$ cat src/rtl/core/sjf_pkg.sv
`timescale 1ns / 1ps
package sjf_pkg;

  localparam int unsigned ReadyDepthDef = 32;

  localparam logic [1:0] RecDone   = 2'd0;
  localparam logic [1:0] RecSum    = 2'd1;
  localparam logic [1:0] RecReject = 2'd2;

  localparam logic [1:0] RsnFull  = 2'd0;
  localparam logic [1:0] RsnOrder = 2'd1;
  localparam logic [1:0] RsnZero  = 2'd2;

  localparam logic KindSubmit = 1'b0;
  localparam logic KindDrain  = 1'b1;

  typedef struct packed {
    logic [15:0] burst;
    logic [31:0] arrival;
    logic [15:0] id;
  } job_t;

  typedef struct packed {
    logic        kind;
    logic [15:0] job_id;
    logic [31:0] arr_time;
    logic [15:0] run_len;
  } in_item_t;

  typedef struct packed {
    logic [1:0]  record_kind;
    logic [15:0] done_job_id;
    logic [39:0] start_at;
    logic [39:0] finish_at;
    logic [39:0] wait_units;
    logic [39:0] turnaround_units;
    logic [1:0]  reject_reason;
    logic [31:0] jobs_done;
    logic [39:0] elapsed_units;
    logic [47:0] wait_sum;
    logic [47:0] turnaround_sum;
    logic        last;
  } out_item_t;

  // true when a is picked ahead of b
  function automatic logic job_better(job_t a, job_t b);
    if (a.burst != b.burst) return a.burst < b.burst;
    if (a.arrival != b.arrival) return a.arrival < b.arrival;
    return a.id < b.id;
  endfunction

endpackage

$ cat src/rtl/core/sjf_stream_if.sv
`timescale 1ns / 1ps
interface sjf_stream_if #(
  parameter type payload_t = logic
);
  logic     valid;
  logic     ready;
  payload_t data;

  modport source (output valid, output data, input ready);
  modport sink (input valid, input data, output ready);
endinterface

$ cat src/rtl/core/shortest_job_first_scheduler.sv
`timescale 1ns / 1ps
// channel   dir  payload      transfer when
// in_ch     in   in_item_t    in_ch.valid && in_ch.ready
// out_ch    out  out_item_t   out_ch.valid && out_ch.ready
//
// items are taken one at a time; in_ch.ready is high only in the idle state
// one pass: a setup step, a sweep, a pick and a load when a job is dispatched,
// and a decide step; the same sweep also finds the lowest free slot
// a pass that completes a job is followed by another pass; one that completes none ends the item
// a completion is held until the next pass shows whether it ends the item
// reset clears valid bits and totals at once; the job memory needs no clearing
// a result waits in the output register until transferred; the fsm holds meanwhile
module shortest_job_first_scheduler #(
  parameter int unsigned READY_DEPTH = sjf_pkg::ReadyDepthDef
) (
  input  logic clk_i,
  input  logic rst_ni,
  sjf_stream_if.sink   in_ch,
  sjf_stream_if.source out_ch
);
  import sjf_pkg::*;

  localparam int unsigned IdxW = (READY_DEPTH > 1) ? $clog2(READY_DEPTH) : 1;
  localparam int unsigned CntW = $clog2(READY_DEPTH + 1);

  typedef enum logic [7:0] {
    StIdle   = 8'b0000_0001,
    StScan   = 8'b0000_0010,  // sweep memory for best job and first free slot
    StPick   = 8'b0000_0100,  // read best job back
    StLoad   = 8'b0000_1000,  // start running it
    StDecide = 8'b0001_0000,  // complete, insert or finish
    StEmit   = 8'b0010_0000,  // wait for output transfer
    StRun    = 8'b0100_0000   // settle loop step
  } state_e;

  state_e state_q;

  // job memory, registered read
  job_t             mem_q [READY_DEPTH];
  logic [IdxW-1:0]  rd_addr;
  job_t             rd_q;
  logic             wr_en;
  logic [IdxW-1:0]  wr_addr;
  job_t             wr_data;

  always_ff @(posedge clk_i) begin
    if (wr_en) mem_q[wr_addr] <= wr_data;
    rd_q <= mem_q[rd_addr];
  end

  logic [READY_DEPTH-1:0] vld_q;
  in_item_t  item_q;
  logic      cpu_q;
  job_t      run_q;
  logic [39:0] start_q, busy_q, now_q, lastf_q;
  logic [31:0] cnt_q;
  logic [47:0] wsum_q, tsum_q;

  // scan bookkeeping
  logic [CntW-1:0] scan_q;       // address issued
  logic            rv_q;          // read data valid
  logic [IdxW-1:0] raddr_q;       // address of rd_q
  logic            bfound_q;
  logic [IdxW-1:0] bidx_q;
  job_t            bjob_q;
  logic            ffound_q;
  logic [IdxW-1:0] fidx_q;
  logic            unlim_q;       // drain mode
  logic            insonly_q;     // same arrival as now: insert without dispatch

  out_item_t obuf_q;
  logic      ovld_q;
  logic      held_q;              // completion parked in obuf_q, not yet offered
  logic      after_emit_q;        // 1: go idle after emit, 0: back to decide

  assign in_ch.ready  = (state_q == StIdle);
  assign out_ch.valid = ovld_q;
  assign out_ch.data  = obuf_q;

  function automatic out_item_t reject_rec(logic [15:0] id, logic [1:0] why);
    out_item_t r;
    r = '0;
    r.record_kind   = RecReject;
    r.done_job_id   = id;
    r.reject_reason = why;
    r.last          = 1'b1;
    return r;
  endfunction

  logic [39:0] arr40, w40, t40;
  logic [32:0] cnt_s;
  logic [48:0] ws_s, ts_s;
  logic        limit_ok;
  logic        do_done;
  logic        ins_ok;
  out_item_t   done_rec, sum_rec;

  always_comb begin
    arr40 = {8'd0, run_q.arrival};
    w40   = start_q - arr40;
    t40   = busy_q - arr40;
    cnt_s = {1'b0, cnt_q} + 33'd1;
    ws_s  = {1'b0, wsum_q} + {9'd0, w40};
    ts_s  = {1'b0, tsum_q} + {9'd0, t40};
    limit_ok = unlim_q || (busy_q < {8'd0, item_q.arr_time});
    do_done  = cpu_q && limit_ok && !insonly_q;
    ins_ok   = !do_done && !unlim_q && ffound_q;
    done_rec = '0;
    done_rec.record_kind      = RecDone;
    done_rec.done_job_id      = run_q.id;
    done_rec.start_at         = start_q;
    done_rec.finish_at        = busy_q;
    done_rec.wait_units       = w40;
    done_rec.turnaround_units = t40;
    sum_rec = '0;
    sum_rec.record_kind    = RecSum;
    sum_rec.jobs_done      = cnt_q;
    sum_rec.elapsed_units  = lastf_q;
    sum_rec.wait_sum       = wsum_q;
    sum_rec.turnaround_sum = tsum_q;
    sum_rec.last           = 1'b1;
  end

  assign rd_addr = (state_q == StPick) ? bidx_q : scan_q[IdxW-1:0];
  assign wr_addr = fidx_q;
  assign wr_data = '{burst: item_q.run_len, arrival: item_q.arr_time,
                     id: item_q.job_id};
  assign wr_en   = (state_q == StDecide) && ins_ok;

  always_ff @(posedge clk_i or negedge rst_ni) begin
    if (!rst_ni) begin
      state_q <= StIdle;
      vld_q <= '0; cpu_q <= 1'b0; run_q <= '0;
      start_q <= '0; busy_q <= '0; now_q <= '0; lastf_q <= '0;
      cnt_q <= '0; wsum_q <= '0; tsum_q <= '0;
      scan_q <= '0; rv_q <= 1'b0; raddr_q <= '0;
      bfound_q <= 1'b0; bidx_q <= '0; bjob_q <= '0;
      ffound_q <= 1'b0; fidx_q <= '0; unlim_q <= 1'b0; insonly_q <= 1'b0;
      ovld_q <= 1'b0; held_q <= 1'b0; after_emit_q <= 1'b0;
      item_q <= '0; obuf_q <= '0;
    end else begin
      case (state_q)
        StIdle: begin
          if (in_ch.valid) begin
            item_q <= in_ch.data;
            unlim_q <= (in_ch.data.kind == KindDrain);
            // same time: insert only, no dispatch and no settling
            insonly_q <= (in_ch.data.kind == KindSubmit) &&
                         ({8'd0, in_ch.data.arr_time} == now_q);
            if (in_ch.data.kind == KindSubmit &&
                {8'd0, in_ch.data.arr_time} < now_q) begin
              obuf_q <= reject_rec(in_ch.data.job_id, RsnOrder);
              ovld_q <= 1'b1; after_emit_q <= 1'b1; state_q <= StEmit;
            end else if (in_ch.data.kind == KindSubmit && in_ch.data.run_len == '0) begin
              obuf_q <= reject_rec(in_ch.data.job_id, RsnZero);
              ovld_q <= 1'b1; after_emit_q <= 1'b1; state_q <= StEmit;
            end else begin
              state_q <= StRun;
            end
          end
        end
        StRun: begin
          // start a sweep: finds best job and lowest free slot
          scan_q <= '0; rv_q <= 1'b0; bfound_q <= 1'b0; ffound_q <= 1'b0;
          state_q <= StScan;
        end
        StScan: begin
          rv_q <= (scan_q < CntW'(READY_DEPTH));
          raddr_q <= scan_q[IdxW-1:0];
          if (scan_q < CntW'(READY_DEPTH)) scan_q <= scan_q + CntW'(1);
          if (rv_q) begin
            if (vld_q[raddr_q]) begin
              if (!bfound_q || job_better(rd_q, bjob_q)) begin
                bfound_q <= 1'b1; bidx_q <= raddr_q; bjob_q <= rd_q;
              end
            end else if (!ffound_q) begin
              ffound_q <= 1'b1; fidx_q <= raddr_q;
            end
          end
          if (!rv_q && scan_q == CntW'(READY_DEPTH)) begin
            // no job found, insert-only pass or cpu busy: skip dispatch
            if (bfound_q && !cpu_q && !insonly_q) begin
              state_q <= StPick;
            end else begin
              state_q <= StDecide;
            end
          end
        end
        StPick: state_q <= StLoad;
        StLoad: begin
          vld_q[bidx_q] <= 1'b0;
          if (!ffound_q || bidx_q < fidx_q) begin
            ffound_q <= 1'b1; fidx_q <= bidx_q;
          end
          run_q <= bjob_q;
          start_q <= now_q;
          busy_q <= now_q + {24'd0, bjob_q.burst};
          cpu_q <= 1'b1;
          state_q <= StDecide;
        end
        StDecide: begin
          if (held_q && !ins_ok) begin
            // another record follows, so the parked completion is not the last
            ovld_q <= 1'b1; held_q <= 1'b0; after_emit_q <= 1'b0; state_q <= StEmit;
          end else if (do_done) begin
            obuf_q <= done_rec;
            now_q <= busy_q; lastf_q <= busy_q;
            cnt_q <= cnt_s[32] ? '1 : cnt_s[31:0];
            wsum_q <= ws_s[48] ? '1 : ws_s[47:0];
            tsum_q <= ts_s[48] ? '1 : ts_s[47:0];
            cpu_q <= 1'b0;
            held_q <= 1'b1; state_q <= StRun;
          end else if (unlim_q) begin
            obuf_q <= sum_rec;
            ovld_q <= 1'b1; after_emit_q <= 1'b1; state_q <= StEmit;
          end else if (ffound_q) begin
            now_q <= {8'd0, item_q.arr_time};
            vld_q[fidx_q] <= 1'b1;
            if (held_q) begin
              // silent insert: the parked completion ends the item
              obuf_q.last <= 1'b1;
              ovld_q <= 1'b1; held_q <= 1'b0; after_emit_q <= 1'b1; state_q <= StEmit;
            end else begin
              state_q <= StIdle;
            end
          end else begin
            now_q <= {8'd0, item_q.arr_time};
            obuf_q <= reject_rec(item_q.job_id, RsnFull);
            ovld_q <= 1'b1; after_emit_q <= 1'b1; state_q <= StEmit;
          end
        end
        StEmit: begin
          if (out_ch.ready) begin
            ovld_q <= 1'b0;
            state_q <= after_emit_q ? StIdle : StDecide;
          end
        end
        default: state_q <= StIdle;
      endcase
    end
  end

  assert property (@(posedge clk_i) disable iff (!rst_ni)
    ovld_q && !out_ch.ready && state_q == StEmit |=> $stable(obuf_q))
    else $error("result changed while stalled");
  assert property (@(posedge clk_i) disable iff (!rst_ni)
    in_ch.valid && in_ch.ready |-> !ovld_q)
    else $error("item taken with result pending");
  assert property (@(posedge clk_i) disable iff (!rst_ni)
    state_q == StLoad |-> vld_q[bidx_q])
    else $error("dispatched an empty slot");
endmodule

$ cat src/flat_wrapper.sv
// flat-port wrapper written by rule: the top's interface ports become plain ports
module shortest_job_first_scheduler_flat import sjf_pkg::*;
#(
  parameter int unsigned READY_DEPTH = sjf_pkg::ReadyDepthDef
)
  (clk_i, rst_ni, in_ch_valid, in_ch_data, in_ch_ready, out_ch_valid, out_ch_data, out_ch_ready);
  sjf_stream_if #(.payload_t(in_item_t)) in_ch_i ();
  sjf_stream_if #(.payload_t(out_item_t)) out_ch_i ();
  input  logic clk_i;
  input  logic rst_ni;
  input wire logic [$bits(in_ch_i.valid)-1:0] in_ch_valid;
  input wire logic [$bits(in_ch_i.data)-1:0] in_ch_data;
  output wire logic [$bits(in_ch_i.ready)-1:0] in_ch_ready;
  output wire logic [$bits(out_ch_i.valid)-1:0] out_ch_valid;
  output wire logic [$bits(out_ch_i.data)-1:0] out_ch_data;
  input wire logic [$bits(out_ch_i.ready)-1:0] out_ch_ready;
  assign in_ch_i.valid = in_ch_valid;
  assign in_ch_i.data = in_ch_data;
  assign in_ch_ready = in_ch_i.ready;
  assign out_ch_valid = out_ch_i.valid;
  assign out_ch_data = out_ch_i.data;
  assign out_ch_i.ready = out_ch_ready;
  shortest_job_first_scheduler #(.READY_DEPTH(READY_DEPTH)) u_core (.clk_i(clk_i), .rst_ni(rst_ni), .in_ch(in_ch_i), .out_ch(out_ch_i));
endmodule
$ cat config.mk
export PLATFORM = sky130hd
export DESIGN_NAME = shortest_job_first_scheduler_flat
export DESIGN_NICKNAME = d
export VERILOG_FILES = /design/src/rtl/core/sjf_pkg.sv /design/src/rtl/core/sjf_stream_if.sv /design/src/rtl/core/shortest_job_first_scheduler.sv /design/src/flat_wrapper.sv
export SDC_FILE = /design/constraint.sdc
export NUM_CORES = 2
export LEC_CHECK = 0
export BUFFER_PORTS_ARGS = -buffer_cell sky130_fd_sc_hd__buf_4
export CORE_MARGIN = 3
export CORE_UTILIZATION = 60
export DETAILED_ROUTE_END_ITERATION = 6
export MAX_ROUTING_LAYER = met4
export PLACE_DENSITY = 0.77
export SLEW_MARGIN = 5
export SYNTH_ARGS = -nofsm -noshare
export SYNTH_HDL_FRONTEND = slang
export SYNTH_SLANG_ARGS = --single-unit
$ cat constraint.sdc
create_clock -name clk_i -period 8 [get_ports clk_i]
set_input_delay 1.6 -clock clk_i [delete_from_list [all_inputs] [get_ports clk_i]]
set_output_delay 1.6 -clock clk_i [all_outputs]
set_load 0.005 [all_outputs]
==> impl_metrics.toml <==
[placed_design]
place_inst = 13410
dpl_cell_area_mm2 = 0.1344
port_buffers = 419
gp_congestion = 1.006
dp_hpwl_um = 235400

[synthesis]
syn-num-nets = 11040
synthesis.area_mm2 = 0.1277
ys_seq_area_frac = 0.6642
postSynthCellCount = 10660
yosysTopAreaCell = "edfxtp_1"
synth_seq_cells = 2994
synth_most_common_cell = "nand2_1"
synth_cell_types = 87
synth_largest_type_area_fraction = 0.4814
synth_edf_count = 2048
ys.warnings.count = 0
syn_avg_cell_area_um2 = 11.98
synthArstFlopShare = 0.2946
synth.area.top_cells = "edfxtp_1 48%, dfrtp_1 17%, nand2_1 7.7%, nand3_1 3.0%, ha_1 2.9%"
ys.flop_type = "edfxtp_1"
synth_common_cells = "2,627 x nand2_1, 2,048 x edfxtp_1, 881 x dfrtp_1"

[final_layout]
final_net_count = 11300
area_growth_pct = 12.90
nFillCells = 14460
layout-drive-gt1-share = 0.1143
fin_cells = 13980
fin_area_mm2 = 0.1442
multi_input_area_mm2 = 0.03991
seqCellArea_mm2 = 0.08485

[floorplan]
die_area_mm2 = 0.2185
top_level_ports = 420
start_util = 0.6065
num_rows = 168
die_w_um = 467.4
fp.dieH_um = 467.4
coreArea_mm2 = 0.2106

[run]
drv_cap = 0

[status]
violations = "DRC"
status = "finished, violations left"

[detailed_routing]
via_per_inst = 6.552
drtPass1Iterations = 7
drt-wirelength-per-cell_um = 27.73
first_iter_violations = 13310
drt_wl_total_um = 387600
ant_nets = 0
vias = 91590
drcViolationCount = 6

[global_route]
grt_pass1_wl_um = 568300
grt_overflow = 0
track_usage = 0.3600
grt_pass1_vias = 87560
grt_max_degree = 186
antenna_found_initial = 26

[clock_tree]
clkTransAtPathRegs_ns = 0.06
post_cts_buffers = 0
post_cts_resized = 0
ctsHtreeMaxLevel = 5
cts_tree = "done"
cts_buffer_depth = 4
clock-sinks = 2994
clock_latency_ns = 0.96
cts_buffers = 315
cts_hold_buffers = 0
root_buffer = "clkbuf_16"

[setup_path]
path_cells = "ha_1 -> fa_1 -> nor2b_1 -> o21ai_0 -> a21boi_0 -> o21ai_0 -> a21boi_0 -> o21ai_0 -> a21boi_0 -> mux2i_1 -> o2111ai_1 -> ha_1 -> nand2_1 -> o21ai_0 -> a31o_2 -> o21ai_0 -> and4b_1 -> o21ai_0 -> buf_4 -> a311oi_1 -> or3_1 -> buf_4 -> a31oi_1"
required_ns = 8.74
cpMaxStageDelayCell = "a311oi_1"
cp-start-kind = "flip-flop"
cp.arrival_ns = 7.48
cp_max_fo = 39
crit_type = "flip-flop to flip-flop"
cp-end-kind = "flip-flop"
path_common_cell = "o21ai_0"
cpPeakStageDelay_ns = 0.54

[sta]
clock_skew_ns = 0.07574
slew_viol_final = 0
fmax_mhz = 148.4
rsz0062_at_grt = "false"
fin_crit_ns = 6.737
timing.slew.headroom = 0.08231
worstMarginPinSlew_ns = 1.365
setup_viol = 0
finalSetupTns_ns = 0
hold_viol_final = 0
fin_crit_sh = 0.8422

[worst_hold_path]
min_path_type = "flip-flop to flip-flop"

[pwr]
power_mw = 40.68
peakVddDrop_mv = 0.2973
power.leakage_nw = 57.20
power_density_mw_per_mm2 = 282.0
-- per-layer routing --
layer  up-vias  track usage  routed length (um)
met4         0       0.1607               19780
met1     45250       0.4811              147800
met5         -            -                   0
li1      39560            -                   -
met3      1019      0.07340               43830
met2      5760       0.5381              176300
-- power breakdown --
group	total (mW)	internal, mW	switching (mW)
logic	6.14	2.04	4.10
registers	20.5	18.7	1.80
clock network	14.0	8.15	5.85
-- cells in the final DEF, fill, tap and decap left out, types with 19 or more instances in the layout --
master	netlist	routed
o21a_1	29	29
nand4_1	54	54
nor2_4	0	32
or3_1	22	22
a211oi_1	23	22
dfxtp_1	64	64
o21bai_1	19	19
o21ai_0	332	332
nand2_1	2627	2622
clkbuf_8	0	37
and3_1	249	248
a21o_1	133	133
a22o_1	328	328
nor2_1	296	264
clkinv_2	0	44
clkbuf_1	541	79
ha_1	299	299
edfxtp_1	2048	2048
clkbuf_16	0	320
clkinv_1	0	34
o31ai_1	81	81
nor3_1	39	39
mux2_2	145	143
o22a_1	22	22
xor2_1	78	78
a21oi_1	283	283
nand3_1	753	751
a311oi_1	417	416
xnor2_1	112	112
mux2i_1	26	22
o211ai_1	24	24
buf_4	0	533
a31oi_1	124	124
buf_12	0	63
diode_2	0	20
nand2b_1	26	26
nor2b_1	46	46
inv_1	228	228
dfrtp_1	881	881
-- state kept, by name, indices dropped and copies added (netlist names), 5 cells and up --
register / cells
u_core.arr40: 32
u_core.bidx_q: 5
u_core.bjob_q: 64
u_core.busy_q: 40
u_core.cnt_q: 32
u_core.done_rec: 16
u_core.fidx_q: 5
u_core.item_q: 64
u_core.lastf_q: 40
u_core.mem_q: 2048
u_core.now_q: 40
u_core.out_ch.data: 349
u_core.raddr_q: 5
u_core.rd_q: 64
u_core.scan_q: 6
u_core.start_q: 40
u_core.state_q: 7
u_core.tsum_q: 48
u_core.vld_q: 32
u_core.wsum_q: 48
-- worst paths after layout --
path	startpoint	to	slack (ns)	cells past startpoint
setup / recovery	u_core.arr40[0]$_DFFE_PN0P_	u_core.tsum_q[15]$_DFFE_PN0P_	1.26	23
hold / removal	u_core.done_rec[331]$_DFFE_PN0P_	u_core.done_rec[331]$_DFFE_PN0P_	0.48	2
setup reg to reg	u_core.arr40[0]$_DFFE_PN0P_	u_core.tsum_q[15]$_DFFE_PN0P_	1.26	23
hold reg to reg	u_core.done_rec[331]$_DFFE_PN0P_	u_core.done_rec[331]$_DFFE_PN0P_	0.48	2
max in group asynchronous	rst_ni	u_core.out_ch.data[282]$_DFFE_PN0P_	5.45	3
min in group asynchronous	rst_ni	u_core.out_ch.data[86]$_DFFE_PN0P_	0.68	1
-- metrics by stage --
step	utilization	hold slack, ns	setup slack [ns]
floorplan	-	0.4451	2.087
global placement	0.6381	0.4610	1.188
detailed placement	0.6381	0.4652	1.132
CTS	0.6845	0.4806	1.412
global route	0.6847	0.4971	0.7728
finish	0.6848	0.4795	1.263
-- kinds of logic (layout without fill, tap and decap cells) --
| group | Yosys count | after routing | share of synthesized area |
|---|---|---|---|
| DFF | 2994 | 2994 | 0.6642 |
| other | 0 | 20 | 0 |
| adders and majority gates | 304 | 304 | 0.03007 |
| AOI/OAI and AO/OA | 1904 | 1904 | 0.1073 |
| muxes | 184 | 184 | 0.01685 |
| buffers and inverters | 883 | 1373 | 0.02680 |
| xor gates and xnor gates | 190 | 190 | 0.01303 |
| and+or+nand+nor | 4205 | 4205 | 0.1418 |
-- layout make-up --
cell class / instances / share of cell area
inverters: 228 / 0.005934
multi-input cells: 6787 / 0.2767
repair buffers: 598 / 0.03667
well taps: 2805 / 0.02433
flip-flops and latches: 2994 / 0.5883
clock buffers: 436 / 0.06111
diodes: 20 / 0.0003470
clock inverters: 111 / 0.006619
-- critical path: cells and delay by family, from the launching register on --
family                     cells  cell delay (ns)
AOI/OAI and AO/OA             13             3.51
buffers and inverters          2             0.57
and+or+nand+nor                4             0.75
adders and majority gates      3             1.07
DFF                            1             0.41
muxes                          1             0.22
Power figures use the tool's default switching activity.
